--- config.mk ---
export PLATFORM = sky130hd
export DESIGN_NAME = pts_ram
export DESIGN_NICKNAME = d
export VERILOG_FILES = /design/src/design/pts_ram.sv
export SDC_FILE = /design/constraint.sdc
export NUM_CORES = 2
export LEC_CHECK = 0
export BUFFER_PORTS_ARGS = -buffer_cell sky130_fd_sc_hd__buf_2
export CORE_MARGIN = 1
export CORE_UTILIZATION = 50
export CTS_CLUSTER_DIAMETER = 40
export DETAILED_ROUTE_END_ITERATION = 8
export GPL_TIMING_DRIVEN = 0
export MAX_ROUTING_LAYER = met4
export PLACE_DENSITY = 0.69
export RECOVER_POWER = 25
export SYNTH_ARGS = -nofsm -noshare
export SYNTH_HDL_FRONTEND = slang
export SYNTH_SLANG_ARGS = --single-unit
--- constraint.sdc ---
create_clock -name i_clk -period 5.8 [get_ports i_clk]
set_input_delay 0.29 -clock i_clk [delete_from_list [all_inputs] [get_ports i_clk]]
set_output_delay 0.29 -clock i_clk [all_outputs]
set_load 0.01 [all_outputs]
--- src/design/pts_ram.sv ---
module pts_ram #(
    parameter int WIDTH = 8,
    parameter int DEPTH = 256
) (
    input  logic                     i_clk,
    input  logic                     i_we,
    input  logic [$clog2(DEPTH)-1:0] i_waddr,
    input  logic [WIDTH-1:0]         i_wdata,
    input  logic                     i_re,
    input  logic [$clog2(DEPTH)-1:0] i_raddr,
    output logic [WIDTH-1:0]         o_rdata
);
    logic [WIDTH-1:0] r_mem [DEPTH];
    logic [WIDTH-1:0] r_rdata;

    always_ff @(posedge i_clk) begin
        if (i_we) begin
            r_mem[i_waddr] <= i_wdata;
        end
        if (i_re) begin
            r_rdata <= r_mem[i_raddr];
        end
    end

    assign o_rdata = r_rdata;
endmodule

## After elaboration in Yosys (flattened, before gate mapping)

Memories as Yosys holds them, arrays and structs flattened. A register that Yosys moved wholly into a read port is not among the register bits.
Index checks and enable logic that the tools add are counted.

- Mux-type cells: 2

Operators with widths:

| operator | number |
|---|---|
| $mux W1 | 2 |

- Register bits after elaboration: 0
- Bits in writable memories: 2048
- Input bits: 27
- Output and inout bits: 8
- Logic and storage cells: 3
- Memories: 1

Memories:

| name | depth | width | read ports | clocked after memory_dff | wr ports | RTL line | text |
|---|---|---|---|---|---|---|---|
| r_mem | 256 | 8 | 1 | 1 | 1 | 13 | `logic [WIDTH-1:0] r_mem [DEPTH];` |

## Logic depth before layout (Yosys ltp)

- Depth in word-level cells: 2
- Gate-level depth with buffers: 11
- Mapped depth without buffers: 6

## Worst setup path before layout

Ideal clock, no wire load.

- Kind: input-to-reg
- Start: input port i_raddr[0]
- End: register r_rdata[2], in the netlist o_rdata[2] (read register of r_mem), data pin
- Arrival time: 2.097 ns
- Setup slack: 3.434 ns
- Stages on the path: 9
- Path buffers: 4
- Cells stage by stage: buf_6 -> buf_12 -> buf_8 -> buf_2 -> mux4_2 -> a22oi_1 -> a21oi_1 -> nor4_1 -> nor4_2

RTL lines:

| element | RTL line | text |
|---|---|---|
| from (decl) | 10 | `input logic [$clog2(DEPTH)-1:0] i_raddr,` |
| to (decl) | 14 | `logic [WIDTH-1:0] r_rdata;` |

## Final worst setup path

- Start: input port i_wdata[6]
- End: memory r_mem[214][6], data pin

RTL lines:

| element | RTL line | text |
|---|---|---|
| from (decl) | 8 | `input logic [WIDTH-1:0] i_wdata,` |
| to (decl) | 13 |  |

Straight into the memory's write port.

==> flow_metrics.py <==
metrics = {
    "status": {
        "status": "complete, but fails checks",
        "violations": "max-capacitance violations, max-slew violations",
    },
    "timing": {
        "slew_headroom_pct": -250.5,
        "fin_crit_ns": 4.815,
        "rsz0062_at_grt": "false",
        "slew_viol_final": 1021,
        "fin_crit_sh_pct": 83.03,
        "fmax_mhz": 207.7,
        "worst_pin_slew_ns": 5.258,
        "hold_violations": 0,
        "tns_ns": 0,
        "setup_viol": 0,
        "skew_ns": 0.04681,
    },
    "detailed_routing": {
        "drtIter0Drc": 7699,
        "routed_wl_um": 236800,
        "drc": 0,
        "num_vias": 42430,
        "drtAntennaViolNets": 0,
        "dr.pass1.iters": 7,
        "wire_per_inst_um": 37.54,
        "viasPerCell": 6.727,
    },
    "power": {
        "max-vdd-ir-drop_mv": 0.4343,
        "p_leak_uw": 0.02807,
        "seqPwrFrac_pct": 49.5,
        "power.switching_uw": 7434,
        "fin_total_pwr_uw": 33180,
        "swShare_pct": 22.40,
        "p_int_uw": 25750,
        "p_per_area_mw_per_mm2": 365.8,
        "power.share.clock_pct": 45.2,
        "combPwrFrac_pct": 5.3,
    },
    "layout": {
        "fin_cells": 6307,
        "nets": 4042,
        "drive_gt1_share_pct": 23.39,
        "n_fill_cell": 11403,
        "layout_common_cells": "edfxtp_1, mux4_2, nor2_1",
        "area_growth_pct": 13.91,
        "final_common_cell": "edfxtp_1",
    },
    "cts": {
        "cts_max_level": 4,
        "cts_root_buffer": "clkbuf_16",
        "cts_hold_buf": 9,
        "clk_latency_ns": 0.88,
        "post_cts_resized": 0,
        "numCtsBuffers": 232,
        "clock-sinks": 2056,
        "cts_tree": "done",
        "cts_buffer_depth": 3,
        "cts_setup_buffers": 0,
        "path_clk_slew_ns": 0.06,
    },
    "setup_path": {
        "path_cells": "dlygate4sd3_1 -> dlymetal6s4s_1",
        "path_max_fanout": 133,
        "critPathTopFamily": "buffers and inverters",
        "worst_ep_required_time_ns": 5.71,
        "cp_num_buf_inv": 2,
        "crit_arrival_ns": 4.73,
        "critPathLaunchType": "primary input",
        "critPathKind": "primary input to register",
        "cpPeakStageDelay_ns": 3.68,
        "slowest_stage": "dlymetal6s4s_1",
        "endpoint_kind": "register",
    },
    "min_path": {
        "min_path_type": "primary input to register",
    },
    "synthesis": {
        "avgSynthCellArea_um2": 21.33,
        "syn-instance-count": 3733,
        "yosysWarnings": 0,
        "syn_nets": 3760,
        "yosysSeqAreaShare_pct": 77.53,
        "ys_ff_latch": 2056,
        "syn_area_mm2": 0.07964,
        "synth.distinct_cells": 54,
    },
    "die": {
        "die_h_um": 401.1,
        "die_w_um": 401.1,
        "io-pin-count": 35,
        "row_count": 146,
        "start_util_pct": 50.34,
        "die-area_mm2": 0.1609,
        "core_area_mm2": 0.1582,
    },
    "global_routing": {
        "grt_pass1_vias": 40749,
        "grt_util_all_layers_pct": 30.26,
        "gr-total-overflow": 0,
        "grt_max_degree": 159,
        "grt_pass1_wl_um": 322500,
        "antenna_found_initial": 18,
    },
    "placed_design": {
        "place_congestion": 1.015,
        "place_inst": 5843,
        "hpwl_um": 155200,
        "portBuffers": 27,
    },
    "run": {
        "max-cap-violations": 13,
    },
}
## worst min-delay path: cells and delay by family
kind	cells	cell delay, ns
buf+inv	1	0.15
simple gates	2	0.56
## area by class of cell
type	count	area [um^2]	area share, %
plain buffers	233	1475	1.626
well taps	2072	2592	2.858
clock buffers	269	5944	6.553
diodes	23	57.56	0.06345
clock inverters	162	1938	2.137
inverters	2	7.507	0.008276
multi-input cells	1442	16470	18.16
repair buffers	48	485.5	0.5352
flip-flops and latches	2056	61740	68.06
## synthesized netlist by cell type, drive strengths merged
| master | count | area, um^2 |
|---|---|---|
| and3 | 1 | 6.260 |
| a211oi | 16 | 120.1 |
| a221oi | 14 | 128.9 |
| and3b | 2 | 17.52 |
| clkbuf | 111 | 416.7 |
| o22a | 5 | 43.79 |
| nor2 | 282 | 1059 |
| buf | 122 | 1032 |
| a22o | 8 | 70.07 |
| mux4 | 456 | 10280 |
| mux2 | 1 | 11.26 |
| o221ai | 47 | 417.9 |
| nor3 | 22 | 110.1 |
| or3b | 1 | 8.760 |
| clkinv | 1 | 3.750 |
| nor2b | 31 | 193.9 |
| a21boi | 1 | 7.510 |
| o21ai | 12 | 60.06 |
| or2b | 1 | 7.510 |
| a22oi | 133 | 998.5 |
| mux2i | 134 | 1341 |
| and2 | 6 | 37.54 |
| o211ai | 10 | 75.07 |
| o32ai | 5 | 51.30 |
| edfxtp | 2056 | 61740 |
| nor4 | 27 | 187.7 |
| inv | 1 | 3.750 |
| o311ai | 1 | 8.760 |
| nand3b | 2 | 15.01 |
| a21oi | 96 | 480.5 |
| nand2 | 33 | 123.9 |
| or2 | 4 | 25.02 |
| nor4b | 1 | 8.760 |
| a2111oi | 5 | 52.55 |
| nor3b | 1 | 7.510 |
| nand3 | 34 | 170.2 |
| nand2b | 8 | 50.05 |
| a311oi | 2 | 17.52 |
| o22ai | 28 | 175.2 |
| a31oi | 2 | 12.51 |
| nand4 | 10 | 62.56 |
## metal layers
metal	up-vias	part of all wire [%]	wire [um]	GRT usage [%]
li1	16353	-	-	-
met1	22173	36	85070	39.67
met2	3308	45	106200	42.90
met5	-	0	0	-
met4	0	5.9	13930	16.07
met3	596	13	31550	8.934
## power by group through the flow
stage	registers (uW)	clock network (uW)	logic (uW)
after floorplan	16700	0	796
after global placement	16800	0	1630
after detailed placement	16700	0	1690
after CTS	16400	15000	1700
after global routing	16400	15500	1760
final	16400	15000	1750
## path summary, 6_finish.rpt
path / start / to / slack, ns / cells past startpoint
max: i_wdata[6] / r_mem[214][6]$_DFFE_PP_ / 0.98 / 2
min: i_waddr[4] / r_mem[114][5]$_DFFE_PP_ / 0.34 / 3
max reg2reg: r_mem[27][3]$_DFFE_PP_ / o_rdata[3]$_DFFE_PP_ / 2.11 / 6
min reg2reg: r_mem[225][4]$_DFFE_PP_ / o_rdata[4]$_DFFE_PP_ / 1.20 / 5
## sequential cells by signal, indices dropped and copies added, names as in the netlist
name and count:
r_mem 2048, o_rdata 8
## kinds of logic after synthesis
kind of cell | after synthesis | synth area share, %
compound gates | 385 | 3.416
buf+inv | 235 | 1.829
flops | 2056 | 77.53
mux | 591 | 14.60
simple gates | 466 | 2.625
## through the flow
| stage | setup WS, ns | instance area, um^2 | hold slack [ns] | utilization (%) |
|---|---|---|---|---|
| after floorplan | 3.434 | 79640 | 0.3889 | - |
| after global placement | 0.4546 | 82360 | 0.7060 | 52.06 |
| after detailed placement | 0.5067 | 82740 | 0.7055 | 52.30 |
| after CTS | 1.382 | 90720 | 0.2572 | 57.34 |
| after global routing | 0.8121 | 90700 | 0.3280 | 57.34 |
| final | 0.9845 | 90710 | 0.3387 | 57.34 |
No activity file was read; power rests on OpenSTA's default activity.
