`config.mk`:
```
export PLATFORM = sky130hd
export DESIGN_NAME = pts_addr_gen
export DESIGN_NICKNAME = d
export VERILOG_FILES = /design/src/design/pts_pkg.sv /design/src/design/pts_addr_gen.sv
export SDC_FILE = /design/constraint.sdc
export NUM_CORES = 1
export LEC_CHECK = 0
export ABC_AREA = 0
export BUFFER_PORTS_ARGS = -buffer_cell sky130_fd_sc_hd__buf_2
export CAP_MARGIN = 10
export CORE_MARGIN = 2
export CORE_UTILIZATION = 61
export DETAILED_ROUTE_END_ITERATION = 12
export PLACE_DENSITY = 0.86
export SLEW_MARGIN = 20
export SYNTH_ARGS = -nofsm -noshare
export SYNTH_HDL_FRONTEND = slang
export SYNTH_SLANG_ARGS = --single-unit
```
`constraint.sdc`:
```
create_clock -name vclk -period 8.4
set_input_delay 1.68 -clock vclk [all_inputs]
set_output_delay 1.68 -clock vclk [all_outputs]
set_load 0.02 [all_outputs]
```
`src/design/pts_pkg.sv`:
```
package pts_pkg;

    localparam int PAL_ENTRIES = 256;
    localparam int PAL_AW      = 8;
    localparam int PAL_CNT_W   = 9;
    localparam int LG_BASE     = 8;

    localparam logic [1:0] SIZE_CODE_MAX = 2'd2;
    localparam logic [7:0] ALPHA_DEFAULT = 8'h80;

    typedef enum logic [1:0] {
        KIND_PAL   = 2'd0,
        KIND_PIX   = 2'd1,
        KIND_DRAIN = 2'd2
    } t_kind;

    typedef struct packed {
        logic [31:0] out_data;
        logic        is_palette;
        logic        last;
    } t_out_beat;

    typedef struct packed {
        logic is_palette;
        logic last;
    } t_rd_tag;

    // Swaps bytes 0 and 2 and replaces a zero alpha byte.
    function automatic logic [31:0] pal_format(input logic [31:0] word);
        logic [7:0] alpha;
        begin
            alpha = (word[31:24] == 8'h00) ? ALPHA_DEFAULT : word[31:24];
            return {alpha, word[7:0], word[15:8], word[23:16]};
        end
    endfunction

endpackage

```
`src/design/pts_addr_gen.sv`:
```
module pts_addr_gen #(
    parameter int SIDE_W = 8
) (
    input  logic [2*SIDE_W-1:0]         i_pix_idx,
    input  logic [$clog2(SIDE_W+1)-1:0] i_lg,
    input  logic [pts_pkg::PAL_AW-1:0]  i_pal_idx,
    output logic [2*SIDE_W-1:0]         o_pix_src,
    output logic [pts_pkg::PAL_AW-1:0]  o_pal_src
);
    import pts_pkg::*;

    localparam int AW = 2 * SIDE_W;

    logic [AW-1:0] w, r, c, dr, dc, cr, bc, ac, crm2;
    logic          flip;

    // Entries 8..15 and 16..23 of each bank trade places: bits 4 and 3 swap.
    assign o_pal_src = {i_pal_idx[PAL_AW-1:5], i_pal_idx[3], i_pal_idx[4], i_pal_idx[2:0]};

    always_comb begin
        w    = AW'(1) << i_lg;
        r    = i_pix_idx >> i_lg;
        c    = i_pix_idx & (w - AW'(1));
        dr   = {r[AW-1:1], c[0]};
        dc   = (c >> 1) | (r[0] ? (w >> 1) : '0);
        cr   = {dr[AW-1:2], dr[0], dr[1]};
        bc   = {dc[AW-1:4], dc[0], dc[3:1]};
        crm2 = cr - AW'(2);
        flip = (cr >= AW'(2)) && ((cr + AW'(2)) < w) && !crm2[2];
        ac   = bc ^ (AW'(flip) << 2);
        o_pix_src = ((w - AW'(1) - cr) << i_lg) | ac;
    end
endmodule

```
**Word level (Yosys, flattened, before mapping)**

Cells that the tools add are included.

- Register bits: 0
- Input bits: 28
- Output and inout port bits: 24
- Word-level logic and storage cells: 17

- $add $sub $neg: 4
- Magnitude comparators: 2
- Shift-type cells: 3
- Mux-type cells: 1
- Bitwise logic cells: 4
- Reduce and logical (&&, ||, !) cells: 3

Operators with widths:

| cell | count |
|---|---|
| adder 16 x 2 -> 16 bit, second input constant | 1 |
| AND 16 bit | 1 |
| >= comparator 16 x 2 -> 1 bit, second input constant | 1 |
| < comparator 16 bit | 1 |
| OR 16 bit | 1 |
| << shifter 1 x 4 -> 16 bit, first input constant | 1 |
| << shifter 16 x 4 -> 16 bit | 1 |
| >> shifter 16 x 4 -> 16 bit | 1 |
| subtractor 16 x 1 -> 16 bit, second input constant | 1 |
| subtractor 16 bit | 1 |
| 2-to-1 mux 15 bit | 1 |
| OR 15 bit | 1 |
| XOR 15 x 3 -> 15 bit | 1 |
| subtractor 3 x 2 -> 3 bit, second input constant | 1 |
| logical AND 1 bit | 2 |
| logical NOT 1 bit | 1 |

**Depth between registers and ports, before layout**

- Depth after elaboration: 9
- Depth in mapped cells: 22
- Gate-level depth less buffers: 19

**Worst setup path after synthesis**

No wires, ideal clock.

- Path kind: input to output
- From: input i_lg[0]
- To: output o_pix_src[15]
- Arrival: 5.828 ns
- Slack: 0.892 ns
- Stages on the path: 18
- Cells stage by stage: buf_6 -> buf_12 -> buf_2 -> clkbuf_1 -> clkbuf_1 -> nand2_1 -> ha_1 -> clkbuf_1 -> xnor2_1 -> ha_1 -> nor2b_1 -> o31a_1 -> o41a_1 -> xnor2_1 -> or2_2 -> o211a_1 -> o21a_1 -> a221oi_1

- Longest elaborated chain between the ends: 6
- Elaborated cells between the ends (all ways): 7
- Those cells by class: add/sub: 2; shift: 3; bitwise: 2

RTL lines:

| what | RTL line | text |
|---|---|---|
| start, declared | pts_addr_gen.sv:5 | `input logic [$clog2(SIDE_W+1)-1:0] i_lg,` |
| << shifter 1 x 4 -> 16 bit | pts_addr_gen.sv:21 | `w = AW'(1) << i_lg;` |
| subtractor 16 x 1 -> 16 bit | pts_addr_gen.sv:23, pts_addr_gen.sv:31 |  |
| AND 16 bit | pts_addr_gen.sv:23 | `c = i_pix_idx & (w - AW'(1));` |
| subtractor 16 bit | pts_addr_gen.sv:31 | `o_pix_src = ((w - AW'(1) - cr) << i_lg) \| ac;` |
| << shifter 16 x 4 -> 16 bit (*) | pts_addr_gen.sv:31 |  |
| OR 16 bit (*) | pts_addr_gen.sv:31 |  |
| end, declared | pts_addr_gen.sv:7 | `output logic [2*SIDE_W-1:0] o_pix_src,` |

Every way passes the cells marked *; elsewhere a longest branch is shown, timed or not.

**Final worst setup path**

- From: input i_lg[1]
- To: output o_pix_src[2]

- Longest elaborated chain between the ends: 9
- Elaborated cells between the ends (all ways): 17
- Those cells by class: add/sub: 4; order compare: 2; shift: 3; mux: 1; bitwise: 4; reduce/logical: 3

RTL lines:

| what | RTL line | text |
|---|---|---|
| << shifter 1 x 4 -> 16 bit | pts_addr_gen.sv:21 |  |
| subtractor 16 x 1 -> 16 bit | pts_addr_gen.sv:23, pts_addr_gen.sv:31 |  |
| AND 16 bit | pts_addr_gen.sv:23 |  |
| adder 16 x 2 -> 16 bit | pts_addr_gen.sv:29 | `flip = (cr >= AW'(2)) && ((cr + AW'(2)) < w) && !crm2[2];` |
| < comparator 16 bit | pts_addr_gen.sv:29 |  |
| logical AND 1 bit (2 in a row) | pts_addr_gen.sv:29 |  |
| XOR 15 x 3 -> 15 bit | pts_addr_gen.sv:30 | `ac = bc ^ (AW'(flip) << 2);` |
| OR 16 bit (*) | pts_addr_gen.sv:31 |  |

Marks and branches as above.

==> out/results.tsv <==
metric	value	unit
drive_gt1_share	15.5	%
place_congestion	1.08	
regArea	0	sq um
slew_violations	0	
yosys_warnings	0	
synth-seq-area-share	0	%
start_util	62.7	%
numPortBuffers	36	
route.detailed.drc	0	
slowest_delay	570	ps
grt_overflow_total	0	
core	5470	sq um
power	397	uW
tns	0	ps
cts_hold_buffers	0	
netlist_instances	493	
cp_data_required_time	6720	ps
finalCritPeriodShare	96.2	%
finalCriticalPeriod	8080	ps
rsz0062_at_grt	false	
wl_met2	5340	um
crit_family	compound AO/OA/AOI/OAI gates	
drtPass1Iterations	5	
path_class	primary input to output pin	
ys_types	77	
dp_slack	471	ps
routed.top_layer	met4	
synth.avg_cell_area	6.96	sq um
tightest_slew	830	ps
worstPathArrival	6400	ps
power_density	109	nW/um^2
relSlewSlack	44.7	%
postSynthNetCount	555	
cts_resized	0	
dieArea	6240	sq um
grt_max_degree	23	
cp.buffers_inverters	5	
grt_usage	41.8	%
cp_common_cell	inv_1	
ios	52	
outcome	complete, no violations	
die_y	79.0	um
min_path_cells	0	
hp-start	i_pal_idx[2]	
drt_wl_total	13100	um
fmax	0.124	GHz
postCtsSetupBuffers	0	
timing.final.ws_setup	318	ps
dp.cells	582	
hold-path-endpoint	o_pal_src[2]	
hold_viol_final	0	
syn_to_final_growth	5.65	%
crit_path_max_fanout	22	
grt_pass1_wl	20700	um
final_common_cell	nand2_1	
num_rows	27	
whs	3360	ps
drt_iter0_markers	650	
design.seq.count	0	
antenna_found_initial	0	
grt_pass1_vias	3910	
cap_violations	0	
dr_total_vias	4238	
n_clock_buffer	0	
drtAntennaViolNets	0	
hp-class	primary input to output pin	
dp_hpwl	10300	um
p_leak	0.00158	uW
met3WireLength	1670	um
wl_met1	5170	um
cp_cell_sequence	buf_2, inv_1, mux2_2, a221o_1, inv_1, ha_1, inv_1, nor4b_1, nand3_1, mux2i_1, ha_1, a21oi_1, nor2b_1, o21ai_0, nand4b_1, a311o_1, a41oi_1, a31oi_1, a41oi_1, buf_2	
fin_nets	574	
crit_path_start_kind	primary input	
dieWidth	79.0	um
via_per_inst	7.28	
cp-end-kind	output pin	
layout_common_cells	72 x nand2_1, 48 x nor2_1, 36 x buf_2, 33 x ha_1, 26 x mux2i_1	
diodes	0	
synthesis.area	3430	sq um
routedWlPerCell	22.5	um
irDropWorstVdd	0.0758	mV
instances_no_fill	582	
setup-violations-final	0	
critPathSlowestCell	nor4b_1	
[cells in the mapped netlist (4+ instances only)]
master,n,share of area [%]
nand2b_1,4,0.73
inv_1,23,2.5
o211ai_1,7,1.5
and3_1,4,0.73
o221ai_1,5,1.3
mux4_1,5,3.8
a31oi_1,7,1.3
mux2_2,5,1.6
o21a_1,6,1.3
nor3_1,6,0.87
mux2i_1,26,7.6
buf_4,13,2.8
a21oi_1,25,3.6
o21ai_0,25,3.6
clkbuf_1,17,1.9
and2_1,7,1.3
nor2_1,48,5.2
a211oi_1,6,1.3
nand3_1,9,1.3
a221oi_1,4,1.0
or2_2,4,0.73
o22ai_1,4,0.73
o2111ai_1,7,1.8
ha_1,33,12
a22o_1,4,1.0
a21o_1,6,1.3
xor2_1,4,1.0
nand2_1,72,7.9
mux4_2,5,3.3
o31ai_1,4,0.87
nor4_1,4,0.73
xnor2_1,17,4.3
a32oi_1,5,1.3
nor2b_1,9,1.6
[cell type report]
class,count,area (sq um)
Fill cell,515,1850
Inverter,26,97.6
Multi-Input combinational cell,429,3120
Tap cell,72,90.1
Timing Repair Buffer,55,323
[through the flow]
stage | area (sq um) | utilization, %
after floorplan | 3430 | -
after global placement | 3630 | 66.3
after detailed placement | 3630 | 66.3
after CTS | 3630 | 66.3
after global routing | 3630 | 66.3
final | 3630 | 66.3
[cell families after synthesis]
kind of cell | Yosys count | synth area share [%]
AOI/OAI and AO/OA | 145 | 30.0
xor gates and xnor gates | 21 | 5.36
adders and majority gates | 34 | 12.6
buffers and inverters | 64 | 9.22
muxes | 41 | 16.3
and+or+nand+nor | 188 | 26.5
[report_power, final]
part	internal [uW]	total, uW	leakage [uW]	switching (uW)
Combinational	149	397	0.00158	248
Clock	0	0	0	0
Sequential	0	0	0	0
[worst max path at each step]
stage | from | endpoint | slack (ps) | cells past startpoint
after floorplan | i_lg[0] | o_pix_src[15] | 890 | 18
after global placement | i_lg[1] | o_pix_src[2] | 580 | 18
after detailed placement | i_lg[1] | o_pix_src[2] | 470 | 20
after CTS | i_lg[1] | o_pix_src[2] | 440 | 20
after global routing | i_lg[1] | o_pix_src[2] | 10 | 20
final | i_lg[1] | o_pix_src[2] | 320 | 20
[per-layer routing]
metal	track usage [%]	vias to the layer above
met4	20.9	0
met3	9.20	88
met2	62.0	351
li1	-	1885
met1	56.7	1914
met5	0	-
Note: power is estimated with default switching activity, not from simulation.
